===== config.mk =====
export PLATFORM = sky130hd
export DESIGN_NAME = lzc_packer
export DESIGN_NICKNAME = d
export VERILOG_FILES = /design/src/rtl/lzc_pkg.sv /design/src/rtl/lzc_packer.sv
export SDC_FILE = /design/constraint.sdc
export NUM_CORES = 1
export LEC_CHECK = 0
export ABC_AREA = 1
export BUFFER_PORTS_ARGS = -buffer_cell sky130_fd_sc_hd__buf_2
export CELL_PAD_IN_SITES_DETAIL_PLACEMENT = 1
export CELL_PAD_IN_SITES_GLOBAL_PLACEMENT = 2
export CORE_UTILIZATION = 34
export CTS_CLUSTER_SIZE = 30
export DETAILED_ROUTE_END_ITERATION = 8
export PLACE_DENSITY_LB_ADDON = 0.25
export REMOVE_ABC_BUFFERS = 1
export SLEW_MARGIN = 20
export SYNTH_ARGS = -nofsm -noshare
export SYNTH_HDL_FRONTEND = slang
export SYNTH_SLANG_ARGS = --single-unit

===== constraint.sdc =====
create_clock -name i_clk -period 5.9 [get_ports i_clk]
set_clock_uncertainty 0.2 [all_clocks]
set_input_delay 0.885 -clock i_clk [delete_from_list [all_inputs] [get_ports i_clk]]
set_output_delay 0.885 -clock i_clk [all_outputs]
set_load 0.03 [all_outputs]

===== src/rtl/lzc_pkg.sv =====
// lzc_pkg: shared constants, state encodings and status structs for the
// lz78 compressor. No dependencies.
package lzc_pkg;

    localparam int DICT_ENTRIES_DEF = 4096;
    localparam int BYTE_W           = 8;
    localparam int LIMIT_W          = 13;
    localparam logic [LIMIT_W-1:0] LIMIT_RESET = 13'd4096;

    // match engine states
    typedef enum logic [2:0] {
        M_IDLE = 3'b001,
        M_HCHK = 3'b010,
        M_DCHK = 3'b100
    } t_mstate;

    // top level sequencer states
    typedef enum logic [4:0] {
        T_IDLE = 5'b00001,
        T_LOOK = 5'b00010,
        T_CODE = 5'b00100,
        T_TAIL = 5'b01000,
        T_FIN  = 5'b10000
    } t_tstate;

    // match engine status
    typedef struct packed {
        logic done;
        logic hit;
    } t_match_st;

    // packer status
    typedef struct packed {
        logic room;
        logic fin_ok;
    } t_pack_st;

endpackage


===== src/rtl/lzc_packer.sv =====
// lzc_packer: bit accumulator that packs msb-first codeword chunks lsb-first
// into bytes and holds the output register. Depends on lzc_pkg.
module lzc_packer
    import lzc_pkg::*;
#(
    parameter int DICT_ENTRIES = DICT_ENTRIES_DEF
) (
    input  logic                                            i_clk,
    input  logic                                            i_rst_n,
    input  logic                                            i_load,
    input  logic [$clog2(DICT_ENTRIES)+BYTE_W-1:0]          i_chunk,
    input  logic [$clog2($clog2(DICT_ENTRIES)+BYTE_W+1)-1:0] i_len,
    input  logic                                            i_fin,
    input  logic                                            i_out_ready,
    output t_pack_st                                        o_st,
    output logic                                            o_valid,
    output logic [BYTE_W-1:0]                               o_byte,
    output logic                                            o_last
);

    localparam int CKW = $clog2(DICT_ENTRIES) + BYTE_W;
    localparam int NW  = $clog2(CKW + 1);
    localparam int AW  = CKW + BYTE_W - 1;
    localparam int CNW = $clog2(AW + 1);

    logic [AW-1:0]     r_acc, n_acc;
    logic [CNW-1:0]    r_cnt, n_cnt;
    logic              r_ov;
    logic [BYTE_W-1:0] r_ob;
    logic              r_ol;
    logic              w_take;
    logic              w_drain;
    logic [CKW-1:0]    w_left;
    logic [CKW-1:0]    w_rev;
    logic [NW-1:0]     w_sh;
    logic [BYTE_W-1:0] w_fin_byte;

    assign w_take  = !r_ov || i_out_ready;
    assign w_drain = (r_cnt >= CNW'(BYTE_W)) && w_take;
    assign o_st.room   = (r_cnt < CNW'(BYTE_W));
    assign o_st.fin_ok = o_st.room && w_take;

    // left-align the chunk, then reverse so the first bit lands at bit 0
    assign w_sh   = NW'(CKW) - i_len;
    assign w_left = i_chunk << w_sh;
    always_comb begin
        for (int b = 0; b < CKW; b++) begin
            w_rev[b] = w_left[CKW-1-b];
        end
    end

    // final byte: leftover bits, marker above them, zeros above that
    assign w_fin_byte = r_acc[BYTE_W-1:0] | (BYTE_W'(1) << r_cnt[2:0]);

    always_comb begin
        n_acc = r_acc;
        n_cnt = r_cnt;
        if (i_load) begin
            n_acc = r_acc | (AW'(w_rev) << r_cnt);
            n_cnt = r_cnt + CNW'(i_len);
        end else if (i_fin) begin
            n_acc = '0;
            n_cnt = '0;
        end else if (w_drain) begin
            n_acc = r_acc >> BYTE_W;
            n_cnt = r_cnt - CNW'(BYTE_W);
        end
    end

    always_ff @(posedge i_clk) begin
        if (!i_rst_n) begin
            r_acc <= '0;
            r_cnt <= '0;
            r_ov  <= 1'b0;
        end else begin
            r_acc <= n_acc;
            r_cnt <= n_cnt;
            if (i_fin || w_drain) begin
                r_ov <= 1'b1;
            end else if (i_out_ready) begin
                r_ov <= 1'b0;
            end
        end
    end

    // output word register
    always_ff @(posedge i_clk) begin
        if (i_fin) begin
            r_ob <= w_fin_byte;
            r_ol <= 1'b1;
        end else if (w_drain) begin
            r_ob <= r_acc[BYTE_W-1:0];
            r_ol <= 1'b0;
        end
    end

    assign o_valid = r_ov;
    assign o_byte  = r_ob;
    assign o_last  = r_ol;

endmodule


==> results_dict.tcl <==
set metrics [dict create \
    outcome "complete, but fails checks" \
    violations "design-rule violations" \
    whs_ns 0.251 \
    critPathRequiredTime_ns 5.92 \
    grtUsageTotal 0.235 \
    power_leakage_nw 2.18 \
    die_x_um 115 \
    p_sw_frac 0.433 \
    htree_levels 2 \
    worst-path-stages 19 \
    clkLatencyLatePin_ns 0.29 \
    crit-reg2reg-launch "r_cnt[3]$_SDFFE_PN0P_" \
    seqPwrFrac 0.305 \
    clkSinkCount 42 \
    worstPathMaxFanout 22 \
    drt-total-wl_um 15000 \
    grt_pass1_wl_um 24900 \
    ys_ff_latch 42 \
    final_util 0.377 \
    setup_viol 0 \
    grt_use_met1 0.316 \
    tightest_slew_ns 0.950 \
    num_vias 5014 \
    cts_setup_buffers 0 \
    dr.pass1.iters 6 \
    place_congestion 0.834 \
    syn-cell-area_um2 4370 \
    hpwl_um 11700 \
    antennaDiodeCount 0 \
    setup_tns_ns 0 \
    yosysMostFrequentCell "nand2_1" \
    cp_num_buf_inv 3 \
    p_clk_frac 0.240 \
    combPwrFrac 0.455 \
    pwr_density_cell_nw_per_um2 236 \
    ys_top_cells_by_area "nand3_1 (21%), nand2_1 (20%), dfxtp_1 (16%)" \
    path_clk_slew_ns 0.06 \
    netlist_instances 738 \
    finalCritPeriodShare 0.737 \
    fmax_mhz 230 \
    ys.flop_type "dfxtp_1" \
    critPathTopFamily "simple AND/OR/NAND/NOR gates" \
    peakVddDrop_mv 0.112 \
    ant_nets 0 \
    cts_max_path_buffers 2 \
    maxSlewViolCount 0 \
    wire_per_inst_um 16.2 \
    syn_area_per_cell_um2 5.92 \
    dieArea_um2 13300 \
    synth.distinct_cells 44 \
    relSlewSlack 0.364 \
    critPathArrivalTime_ns 4.36 \
    setup_slack_ns 1.55 \
    cts_root_buffer "clkbuf_16" \
    ctsHoldBuffers 0 \
    met3_usage 0.0306 \
    path_common_cell "nand2_1" \
    max_stage_delay_ns 0.72 \
    grt_pass1_vias 5079 \
    ys_seq_area_frac 0.211 \
    hold_path.class "reg2reg" \
    rrSetupSlack_ns 3.13 \
    placed_area_um2 4600 \
    cp-start-kind "input pin" \
    hold_violations 0 \
    holdCritStartpoint "o_last$_SDFFE_PP1P_" \
    die_h_um 115 \
    core_region_area_um2 12600 \
    std_cell_rows 41 \
    fillerInstances 1728 \
    antenna_found_initial 0 \
    start_util 0.348 \
    final_layout_size_suffix_gt1_frac 0.136 \
    rsz0062_at_grt "no" \
    synth_top_cell_by_area "nand3_1" \
    ctsResizeCount 0 \
    cts_made_buffers 5 \
    hold-path-endpoint "o_last$_SDFFE_PP1P_" \
    gr-usage-met2 0.406 \
    drv_cap 0 \
    r2r_cells 9 \
    area_growth_pct 8.48 \
    whs_path_depth 2 \
    ys_top_cells_by_count "nand2_1 (238), nand3_1 (187), inv_1 (51)" \
    yosysWarningCount 0 \
    nets 790 \
    critPathKind "in2reg" \
    grt_max_degree 34 \
    crit_slowest_cell "ha_1" \
    tritoncts "yes" \
    routed_via_density 5.43 \
    synthArstFlopShare 0 \
    detail_route.iter0.violations 261 \
    period_minus_slack_ns 4.35 \
    r2r_end "r_acc[7]$_SDFFE_PN0P_" \
    globalRoute.totalOverflow 0 \
    grt_busiest_layer "met2" \
    synth_top_area_share 0.214 \
    synth_edf_count 8 \
    p_sw_w 0.000485 \
    crit_path_end_kind "register" \
    design_area_um2 4740 \
    ios 42 \
    crit_chain "buf_2, inv_2, ha_1, inv_1, nand3_1, nand2_1, nor2_1, nand2_1, nand3_1, nand2_1, nand2_1, nand2_1, nand2_2, nand3_1, nand2_1, nand2_1, nand2_1, nand2_1, a21oi_2" \
    numPortBuffers 41 \
    dpl_worst_slack_ns 1.28 \
    power.internal_w 0.000635 \
    drc 2 \
]
==> metrics by stage <==
stage	total power [W]	instances
final	0.00112	924
after global routing	0.00120	924
after global placement	0.000847	917
after CTS	0.00113	924
after floorplan	0.000704	695
after detailed placement	0.000857	917
==> layout by cell type (no fill, tap or decap), drive strengths merged <==
master / n
nand2: 252
nand3: 200
inv: 53
buf: 50
a21oi: 46
dfxtp: 34
o21ai: 33
nor2: 25
a22oi: 9
edfxtp: 8
nand4: 8
ha: 7
clkbuf: 5
nor3: 4
clkinv: 4
o211ai: 2
xor2: 2
a221oi: 2
o31ai: 2
or2: 2
a21o: 1
xnor2: 1
nand3b: 1
fa: 1
==> metal layers <==
layer,up-vias,share of wire
met4,0,0.0083
met3,6,0.032
li1,2497,-
met1,2453,0.49
met5,-,0
met2,58,0.47
==> worst reg2reg max path, cell delays in order (launching register included) <==
cell and delay [ns]:
dfxtp_1 0.33, inv_1 0.32, ha_1 0.36, nor2_1 0.13, inv_1 0.17, nor2_1 0.76
nand2_1 0.10, o21ai_0 0.13, inv_1 0.08, a21oi_2 0.12
==> kinds of logic after synthesis <==
group                      Yosys count  synth area share
and+or+nand+nor                    492             0.524
buffers and inverters               98             0.106
AOI/OAI and AO/OA                   95             0.129
DFF                                 42             0.211
adders and majority gates            8            0.0246
xor gates and xnor gates             3           0.00602
==> sequential cells by signal, summed over array words and instances, names as in the netlist <==
signal / cells
o_last: 1
o_valid: 1
r_acc: 27
r_cnt: 5
o_byte: 8
==> how the worst max path moves through the flow <==
stage                        start                endpoint  slack, ns
after floorplan           i_len[0]  r_acc[19]$_SDFFE_PN0P_       2.43
after global placement    i_len[0]   r_acc[1]$_SDFFE_PN0P_       1.49
after detailed placement  i_len[0]  r_acc[11]$_SDFFE_PN0P_       1.28
after CTS                 i_len[0]  r_acc[11]$_SDFFE_PN0P_       1.58
after global routing      i_len[0]  r_acc[11]$_SDFFE_PN0P_       1.23
final                     i_len[0]  r_acc[11]$_SDFFE_PN0P_       1.55
==> area by class of cell <==
cell class / count / area (µm²) / share of cell area
timing repair buffer: 50 / 273 / 0.0576
clock buffer: 5 / 125 / 0.0264
multi-input combinational: 598 / 2990 / 0.630
tap: 172 / 215 / 0.0454
inverter: 55 / 209 / 0.0441
clock inverter: 2 / 10.0 / 0.00211
sequential: 42 / 921 / 0.194
==> power groups by stage <==
stage	clock network (W)	registers (W)	logic (W)
final	0.000269	0.000342	0.000510
after global routing	0.000284	0.000345	0.000575
after floorplan	0	0.000382	0.000323
after detailed placement	0	0.000348	0.000509
after CTS	0.000275	0.000342	0.000511
after global placement	0	0.000346	0.000500
Note: power is estimated with default switching activity, not from simulation.
